<file path="src/sbcd_pkg.sv">
`default_nettype none
// ----------------------------------------------------------------------------
// sbcd_pkg: shuffle bag card deck shared definitions
// Item types, op and register codes, sequencer states, generator constants.
// ----------------------------------------------------------------------------
package sbcd_pkg;

  localparam int DECK_DEPTH_DEF = 256;
  localparam int DEF_DECK_SIZE  = 256;
  localparam logic [31:0] DEF_SEED = 32'd1;

  localparam int CFG_DATA_W = 32;
  localparam int CFG_IDX_W  = 1;

  localparam logic [31:0] LCG_MUL = 32'd1103515245;
  localparam logic [31:0] LCG_INC = 32'd12345;
  localparam int RAND_W  = 15;
  localparam int RAND_LO = 16;

  typedef enum logic [CFG_IDX_W-1:0] {
    REG_DECK_SIZE = 1'b0,
    REG_SEED      = 1'b1
  } cfg_reg_t;

  typedef enum logic [1:0] {
    OP_ADD     = 2'd0,
    OP_SHUFFLE = 2'd1,
    OP_DRAW    = 2'd2,
    OP_CLEAR   = 2'd3
  } op_t;

  typedef struct packed {
    op_t        op;
    logic [7:0] card;
    logic [8:0] count;
  } cmd_t;

  typedef struct packed {
    logic [7:0] drawn_card;
    logic       status;
    logic       reshuffled;
    logic [8:0] fill_level;
  } rsp_t;

  typedef enum logic [3:0] {
    S_CLEAR,
    S_IDLE,
    S_ADD,
    S_RNG,
    S_MOD,
    S_RD_I,
    S_RD_J,
    S_WR_I,
    S_WR_J,
    S_DRAW_RD,
    S_DRAW_CAP,
    S_DONE
  } state_t;

endpackage : sbcd_pkg
`default_nettype wire

</file>
<file path="src/shuffle_bag_card_deck_core.sv">
`default_nettype none
// ----------------------------------------------------------------------------
// shuffle_bag_card_deck_core: card deck with add, shuffle, draw and clear
// One card store, one position pointer, LCG-driven Fisher-Yates style swaps.
// ----------------------------------------------------------------------------
// Channel  Signals                        Direction  Meaning
// cmd      cmd_valid, cmd_stall, cmd      in         op, card, count
// rsp      rsp_valid, rsp_stall, rsp      out        drawn_card, status, ...
// cfg      cfg_we, cfg_index, cfg_data    in         deck_size, seed
//
// One item at a time. Add: writes card at position until count runs out or
// the deck is full. Draw: read, capture. Shuffle, per live entry: LCG
// multiply, 15-step remainder, read, read, write, write on the single store
// port. A draw that empties the deck adds a full shuffle. Clear: zeroing
// sweep. After reset and after each deck_size write the store is swept to
// zero with cmd_stall high. The result sits in an output register; cmd is
// taken again as soon as that register has been loaded.
module shuffle_bag_card_deck_core #(
  parameter int DECK_DEPTH = sbcd_pkg::DECK_DEPTH_DEF
) (
  input  wire logic                            clk,
  input  wire logic                            rst,
  input  wire logic                            cfg_we,
  input  wire logic [sbcd_pkg::CFG_IDX_W-1:0]  cfg_index,
  input  wire logic [sbcd_pkg::CFG_DATA_W-1:0] cfg_data,
  input  wire logic                            cmd_valid,
  output logic                                 cmd_stall,
  input  wire sbcd_pkg::cmd_t                  cmd,
  output logic                                 rsp_valid,
  input  wire logic                            rsp_stall,
  output sbcd_pkg::rsp_t                       rsp
);
  import sbcd_pkg::*;

  localparam int AW  = $clog2(DECK_DEPTH);
  localparam int SZW = $clog2(DECK_DEPTH + 1);
  localparam int PW  = (SZW > 9) ? SZW : 9;
  localparam int BCW = $clog2(RAND_W);
  localparam int RESET_LIVE = (DECK_DEPTH < DEF_DECK_SIZE) ? DECK_DEPTH : DEF_DECK_SIZE;

  state_t state, state_next;

  logic [SZW-1:0]    position, position_next;
  logic [SZW-1:0]    live_size, live_size_next;
  logic [31:0]       rng, rng_next;
  logic [SZW-1:0]    idx, idx_next;
  logic [AW-1:0]     jdx, jdx_next;
  logic [SZW-1:0]    rem, rem_next;
  logic [RAND_W-1:0] rv, rv_next;
  logic [BCW-1:0]    bitcnt, bitcnt_next;
  logic [8:0]        cnt, cnt_next;
  logic [7:0]        card_q, card_q_next;
  logic [7:0]        hold_d, hold_d_next;
  logic [7:0]        drawn, drawn_next;
  logic              status, status_next;
  logic              resh, resh_next;
  logic              pend, pend_next;
  logic              rsp_valid_next;
  rsp_t              rsp_next;

  logic [7:0]        mem [DECK_DEPTH];
  logic [7:0]        rdata;
  logic              mem_we;
  logic [AW-1:0]     mem_waddr;
  logic [7:0]        mem_wdata;
  logic [AW-1:0]     mem_raddr;

  logic [31:0]       rng_mul;
  logic [SZW:0]      trial;
  logic              trial_ge;
  logic [SZW-1:0]    rem_step;
  logic [SZW-1:0]    pos_inc;
  logic [SZW-1:0]    idx_inc;
  logic [31:0]       ds_w;
  logic [SZW-1:0]    ds_clamped;
  logic [PW-1:0]     pos_wide;
  logic              rsp_free;

  assign rng_mul    = rng * LCG_MUL + LCG_INC;
  assign trial      = {rem, rv[RAND_W-1]};
  assign trial_ge   = trial >= {1'b0, live_size};
  assign rem_step   = trial_ge ? SZW'(trial - {1'b0, live_size}) : trial[SZW-1:0];
  assign pos_inc    = position + SZW'(1);
  assign idx_inc    = idx + SZW'(1);
  assign ds_w       = {23'd0, cfg_data[8:0]};
  assign ds_clamped = (ds_w > 32'(DECK_DEPTH)) ? SZW'(DECK_DEPTH) : SZW'(ds_w);
  assign pos_wide   = PW'(position);
  assign rsp_free   = !rsp_valid || !rsp_stall;
  assign cmd_stall  = (state != S_IDLE);

  always_ff @(posedge clk) begin
    if (mem_we) begin
      mem[mem_waddr] <= mem_wdata;
    end
    rdata <= mem[mem_raddr];
  end

  always_ff @(posedge clk) begin
    if (rst) begin
      state <= S_CLEAR;
    end else begin
      state <= state_next;
    end
  end

  always_comb begin
    state_next     = state;
    position_next  = position;
    live_size_next = live_size;
    rng_next       = rng;
    idx_next       = idx;
    jdx_next       = jdx;
    rem_next       = rem;
    rv_next        = rv;
    bitcnt_next    = bitcnt;
    cnt_next       = cnt;
    card_q_next    = card_q;
    hold_d_next    = hold_d;
    drawn_next     = drawn;
    status_next    = status;
    resh_next      = resh;
    pend_next      = pend;
    rsp_valid_next = rsp_valid && rsp_stall;
    rsp_next       = rsp;
    mem_we         = 1'b0;
    mem_waddr      = idx[AW-1:0];
    mem_wdata      = 8'd0;
    mem_raddr      = idx[AW-1:0];

    unique case (state)
      S_CLEAR: begin
        mem_we = 1'b1;
        if (idx == SZW'(DECK_DEPTH - 1)) begin
          state_next = pend ? S_DONE : S_IDLE;
        end else begin
          idx_next = idx_inc;
        end
      end
      S_IDLE: begin
        if (cmd_valid) begin
          pend_next   = 1'b1;
          status_next = 1'b0;
          resh_next   = 1'b0;
          drawn_next  = 8'd0;
          card_q_next = cmd.card;
          cnt_next    = cmd.count;
          unique case (cmd.op)
            OP_ADD: begin
              state_next = S_ADD;
            end
            OP_SHUFFLE: begin
              if (live_size == '0) begin
                status_next = 1'b1;
                state_next  = S_DONE;
              end else begin
                idx_next   = '0;
                state_next = S_RNG;
              end
            end
            OP_DRAW: begin
              if (live_size == '0 || position >= live_size) begin
                status_next = 1'b1;
                state_next  = S_DONE;
              end else begin
                state_next = S_DRAW_RD;
              end
            end
            OP_CLEAR: begin
              idx_next       = '0;
              live_size_next = '0;
              position_next  = '0;
              state_next     = S_CLEAR;
            end
          endcase
        end
      end
      S_ADD: begin
        if (cnt != 9'd0 && position < live_size) begin
          mem_we        = 1'b1;
          mem_waddr     = position[AW-1:0];
          mem_wdata     = card_q;
          position_next = pos_inc;
          cnt_next      = cnt - 9'd1;
        end else begin
          state_next = S_DONE;
        end
      end
      S_RNG: begin
        rng_next    = rng_mul;
        rv_next     = rng_mul[RAND_LO +: RAND_W];
        rem_next    = '0;
        bitcnt_next = '0;
        state_next  = S_MOD;
      end
      S_MOD: begin
        rem_next    = rem_step;
        rv_next     = {rv[RAND_W-2:0], 1'b0};
        bitcnt_next = bitcnt + BCW'(1);
        if (bitcnt == BCW'(RAND_W - 1)) begin
          jdx_next   = rem_step[AW-1:0];
          state_next = S_RD_I;
        end
      end
      S_RD_I: begin
        mem_raddr  = idx[AW-1:0];
        state_next = S_RD_J;
      end
      S_RD_J: begin
        mem_raddr   = jdx;
        hold_d_next = rdata;
        state_next  = S_WR_I;
      end
      S_WR_I: begin
        mem_we     = 1'b1;
        mem_waddr  = idx[AW-1:0];
        mem_wdata  = rdata;
        state_next = S_WR_J;
      end
      S_WR_J: begin
        mem_we    = 1'b1;
        mem_waddr = jdx;
        mem_wdata = hold_d;
        if (idx_inc >= live_size) begin
          position_next = '0;
          state_next    = S_DONE;
        end else begin
          idx_next   = idx_inc;
          state_next = S_RNG;
        end
      end
      S_DRAW_RD: begin
        mem_raddr  = position[AW-1:0];
        state_next = S_DRAW_CAP;
      end
      S_DRAW_CAP: begin
        drawn_next    = rdata;
        position_next = pos_inc;
        if (pos_inc >= live_size) begin
          resh_next  = 1'b1;
          idx_next   = '0;
          state_next = S_RNG;
        end else begin
          state_next = S_DONE;
        end
      end
      S_DONE: begin
        if (rsp_free) begin
          rsp_next.drawn_card = drawn;
          rsp_next.status     = status;
          rsp_next.reshuffled = resh;
          rsp_next.fill_level = pos_wide[8:0];
          rsp_valid_next      = 1'b1;
          pend_next           = 1'b0;
          state_next          = S_IDLE;
        end
      end
      default: begin
        state_next = S_IDLE;
      end
    endcase

    if (cfg_we) begin
      if (cfg_index == REG_DECK_SIZE) begin
        live_size_next = ds_clamped;
        position_next  = '0;
        idx_next       = '0;
        state_next     = S_CLEAR;
      end else begin
        rng_next = cfg_data;
      end
    end
  end

  always_ff @(posedge clk) begin
    if (rst) begin
      position  <= '0;
      live_size <= SZW'(RESET_LIVE);
      rng       <= DEF_SEED;
      idx       <= '0;
      pend      <= 1'b0;
      rsp_valid <= 1'b0;
    end else begin
      position  <= position_next;
      live_size <= live_size_next;
      rng       <= rng_next;
      idx       <= idx_next;
      pend      <= pend_next;
      rsp_valid <= rsp_valid_next;
    end
    jdx    <= jdx_next;
    rem    <= rem_next;
    rv     <= rv_next;
    bitcnt <= bitcnt_next;
    cnt    <= cnt_next;
    card_q <= card_q_next;
    hold_d <= hold_d_next;
    drawn  <= drawn_next;
    status <= status_next;
    resh   <= resh_next;
    rsp    <= rsp_next;
  end

  a_pos_in_range: assert property (@(posedge clk) disable iff (rst)
    position <= live_size && pos_wide <= PW'(DECK_DEPTH))
    else $error("position beyond live size");

  a_done_has_item: assert property (@(posedge clk) disable iff (rst)
    state == S_DONE |-> pend)
    else $error("result without an accepted item");

  a_resh_ok: assert property (@(posedge clk) disable iff (rst)
    rsp_valid && rsp.reshuffled |-> !rsp.status && rsp.fill_level == 9'd0)
    else $error("reshuffle with bad status or position");

endmodule : shuffle_bag_card_deck_core
`default_nettype wire
</file>
<file path="config.mk">
export PLATFORM = sky130hd
export DESIGN_NAME = shuffle_bag_card_deck_core
export DESIGN_NICKNAME = d
export VERILOG_FILES = /design/src/sbcd_pkg.sv /design/src/shuffle_bag_card_deck_core.sv
export SDC_FILE = /design/constraint.sdc
export NUM_CORES = 2
export LEC_CHECK = 0
export BUFFER_PORTS_ARGS = -buffer_cell sky130_fd_sc_hd__buf_2
export CELL_PAD_IN_SITES_DETAIL_PLACEMENT = 0
export CELL_PAD_IN_SITES_GLOBAL_PLACEMENT = 1
export CORE_ASPECT_RATIO = 0.5
export CORE_MARGIN = 10
export CORE_UTILIZATION = 45
export DETAILED_ROUTE_END_ITERATION = 8
export HOLD_SLACK_MARGIN = 0.06
export PLACE_DENSITY_LB_ADDON = 0.1
export SLEW_MARGIN = 20
export SYNTH_ARGS = -nofsm -noshare
export SYNTH_HDL_FRONTEND = slang
export SYNTH_SLANG_ARGS = --single-unit
export TNS_END_PERCENT = 10
</file>
<file path="constraint.sdc">
create_clock -name clk -period 16.15 [get_ports clk]
set_clock_uncertainty 0.2 [all_clocks]
set_input_delay 2.4225 -clock clk [delete_from_list [all_inputs] [get_ports clk]]
set_output_delay 2.4225 -clock clk [all_outputs]
set_load 0.02 [all_outputs]
</file>
==> results.ini <==
[placed_design]
place_inst=9934
placement.io_buffers=76
replace_congestion=0.8938
pre_cts_ws_ns=8.502
place.detailed.hpwl_um=188800

[cts]
numCtsBuffers=203
cts_hold_repair.buffers=0
post-cts-setup-buffer-count=0
clkLatencyLatePin_ns=0.89
cts-root-to-sink-buffers=4
cts_tree=built
htree_levels=4
clk_pin_slew_worst_paths_ns=0.07
cts.sinks=2210
ctsRootBufferMaster=sky130_fd_sc_hd__clkbuf_16
cts_resized=0

[route]
first_drt_iteration_drcs=6614
maxUsedRoutingLayer=met5
via_per_inst=5.929
met3WireLength_um=24470
route.met2.wl_um=137600
postRouteAntennaNets=0
firstDrtPassIters=6
avgRoutedWirePerCell_um=28.99
drc=0
wl_met1_um=127500
routed_wl_um=298800
vias=61110

[critical_path]
worst-endpoint-arrival_ns=8.18
worstPathMaxFanout=104
reg2reg_setup_slack_ns=8.46
timing.critical_path.required_ns=16.64
critical_path.cell_chain=nand4bb_1, inv_2, a22o_4, nor2_4, buf_4, buf_12, buf_4, mux4_2, a22oi_1, nand4_1, nor4_1, nor4_1
timing.critical_path.to_type=flop
worst_setup_path_start_kind=flop
crit_path_top_delay_cell=sky130_fd_sc_hd__nor4_1
critical_path_type=reg -> reg
cpPeakStageDelay_ns=0.94

[grt]
wire_length_of_the_first_global_routing_pass_um=430100
number_of_antenna_violations_at_the_first_check_in_global_routing=19
globalRouteOverflowTotal=0
via_count_of_the_first_global_routing_pass=60300
global_route.usage.total_pct=24.61
pin_count_of_the_biggest_net_entering_global_routing=156

[sta]
setup_viol=0
timing.slew.headroom_pct=17.32
worst-slew-pin-transition_ns=1.224
setup-tns-final_ns=0
max_freq_mhz=130.1
final-hold-violation-count=0
grt_setup_unrepaired=false
worst_slack_ns=8.464
finalCritPeriodShare_pct=47.59
drv_slew=0
min_period_ns=7.686

[logic_synthesis]
synth_flop_cell=sky130_fd_sc_hd__edfxtp_1
average_instance_area_after_synthesis_um2=13.45
syn_area_mm2=0.09771
netlist_instances=7265
count_of_distinct_cell_types_in_the_synthesized_netlist=90
synth.ff_latch_count=2210
synth.yosys.warnings=0
synth_seq_area_share_pct=67.18
synth-async-reset-ratio_pct=0
synth_enable_flop_cells=2138
mappedNetlistNets=7744

[finish]
layout_common_cells=sky130_fd_sc_hd__edfxtp_1, sky130_fd_sc_hd__nand2_1, sky130_fd_sc_hd__inv_1, sky130_fd_sc_hd__nand3_1, sky130_fd_sc_hd__nor2_1
layout.cells.most_common=sky130_fd_sc_hd__edfxtp_1
post_layout_nonfiller_instances=10310
areaGrowthSynthToFinish_pct=10.11
fill_cells=18300
post_route_cells_drive_above_1_share_pct=8.378
finish.net_count=7755

[hold_path]
hold_path.class=reg -> reg

[power]
power.ir.vdd_worst_uv=146.4
power.total_mw=14.30
total_leakage_power_nw=36.81
powerDensity_mw_per_mm2=132.9

[floorplan]
core_area_mm2=0.2150
die_y_um=349.5
floorplan.initialDensity_pct=45.44
std_cell_rows=120
top_level_ports=78
die_area_mm2=0.2373
die_w_um=679.0

[flow_run]
max-cap-violations=0

[status]
outcome=complete, no violations

per-layer routing:
| metal | global-route usage (%) | vias up |
|---|---|---|
| met2 | 39.45 | 2477 |
| li1 | - | 26770 |
| met3 | 4.920 | 492 |
| met1 | 34.27 | 31370 |
| met4 | 6.924 | 4 |
| met5 | 0 | - |
sequential cells by signal, summed over array words and instances, names as in the netlist, 8 cells and up:
signal and flops:
card_q 8, hold_d 8, rng 31, idx 9, drawn 8, rdata 8, rv 15, pos_wide 9
mem 2048, live_size 9, rsp 19, cnt 9, jdx 8, rem 9
critical path, delay by kind of cell, from the launching register on:
kind | cells | cell delay, ns
AND/OR/NAND/NOR | 5 | 2.70
buffers and inverters | 4 | 2.19
AO/OA/AOI/OAI | 2 | 0.92
flip-flops | 1 | 0.79
multiplexers | 1 | 0.58
cell families after synthesis:
group,Yosys count,share of synthesized area [%]
AOI/OAI and AO/OA,973,6.845
xor gates and xnor gates,85,0.7619
adders and majority gates,422,6.795
buffers and inverters,850,3.779
DFF,2210,67.18
muxes,294,3.810
and+or+nand+nor,2431,10.83
layout make-up:
type                    instances  area, µm²  share of cell area (%)
diodes                          5      12.51                 0.01163
clock buffers                 253       5396                   5.016
clock inverters               112       1089                   1.012
inverters                     446       1734                   1.612
multi-input cells            4205      28570                   26.55
flip-flops and latches       2210      65640                   61.01
well taps                    2867       3587                   3.334
repair buffers                210       1559                   1.449
power by group:
part	total, mW	internal [mW]	switching [mW]
Combinational	3.13	1.17	1.96
Sequential	6.32	6.29	0.0303
Clock	4.85	2.70	2.15
synth_stat cells (all sizes together), types with 13 or more instances:
cell type / n / share of area (%)
nor2: 366 / 1.4
ha: 241 / 3.1
dfxtp: 72 / 1.5
xor2: 26 / 0.23
clkbuf: 196 / 0.75
nand2: 1319 / 5.1
a31oi: 123 / 0.79
a211oi: 62 / 0.49
mux4: 62 / 1.4
xnor2: 59 / 0.53
and3: 71 / 0.45
mux2i: 229 / 2.3
a22oi: 75 / 0.58
buf: 208 / 1.3
fa: 181 / 3.7
and2: 20 / 0.13
nand4: 129 / 0.83
nor2b: 14 / 0.090
edfxtp: 2138 / 66
nand3: 400 / 2.0
inv: 445 / 1.7
a32oi: 94 / 0.84
nor3: 36 / 0.20
nor4: 28 / 0.22
a311oi: 26 / 0.23
o21ai: 112 / 0.57
nand2b: 16 / 0.10
a21o: 25 / 0.19
a21oi: 207 / 1.1
o22ai: 72 / 0.46
o211ai: 26 / 0.20
a22o: 25 / 0.23
o2111ai: 13 / 0.12
metrics by stage:
stage / utilization (%) / hold WS [ns] / area, µm²
2_1_floorplan: - / 0.2003 / 97710
3_3_place_gp: 46.97 / 0.2028 / 101000
3_5_place_dp: 46.97 / 0.2045 / 101000
4_1_cts: 49.98 / 0.2202 / 107500
5_1_grt: 50.03 / 0.2258 / 107600
6_report: 50.04 / 0.2187 / 107600
worst paths after layout:
check / from / endpoint / depth (start not counted)
setup / recovery: state[3] / rdata[5] / 12
hold / removal: status / rsp[10] / 0
setup reg to reg: state[3] / rdata[5] / 12
hold reg to reg: status / rsp[10] / 0
No activity file was read; power rests on OpenSTA's default activity.
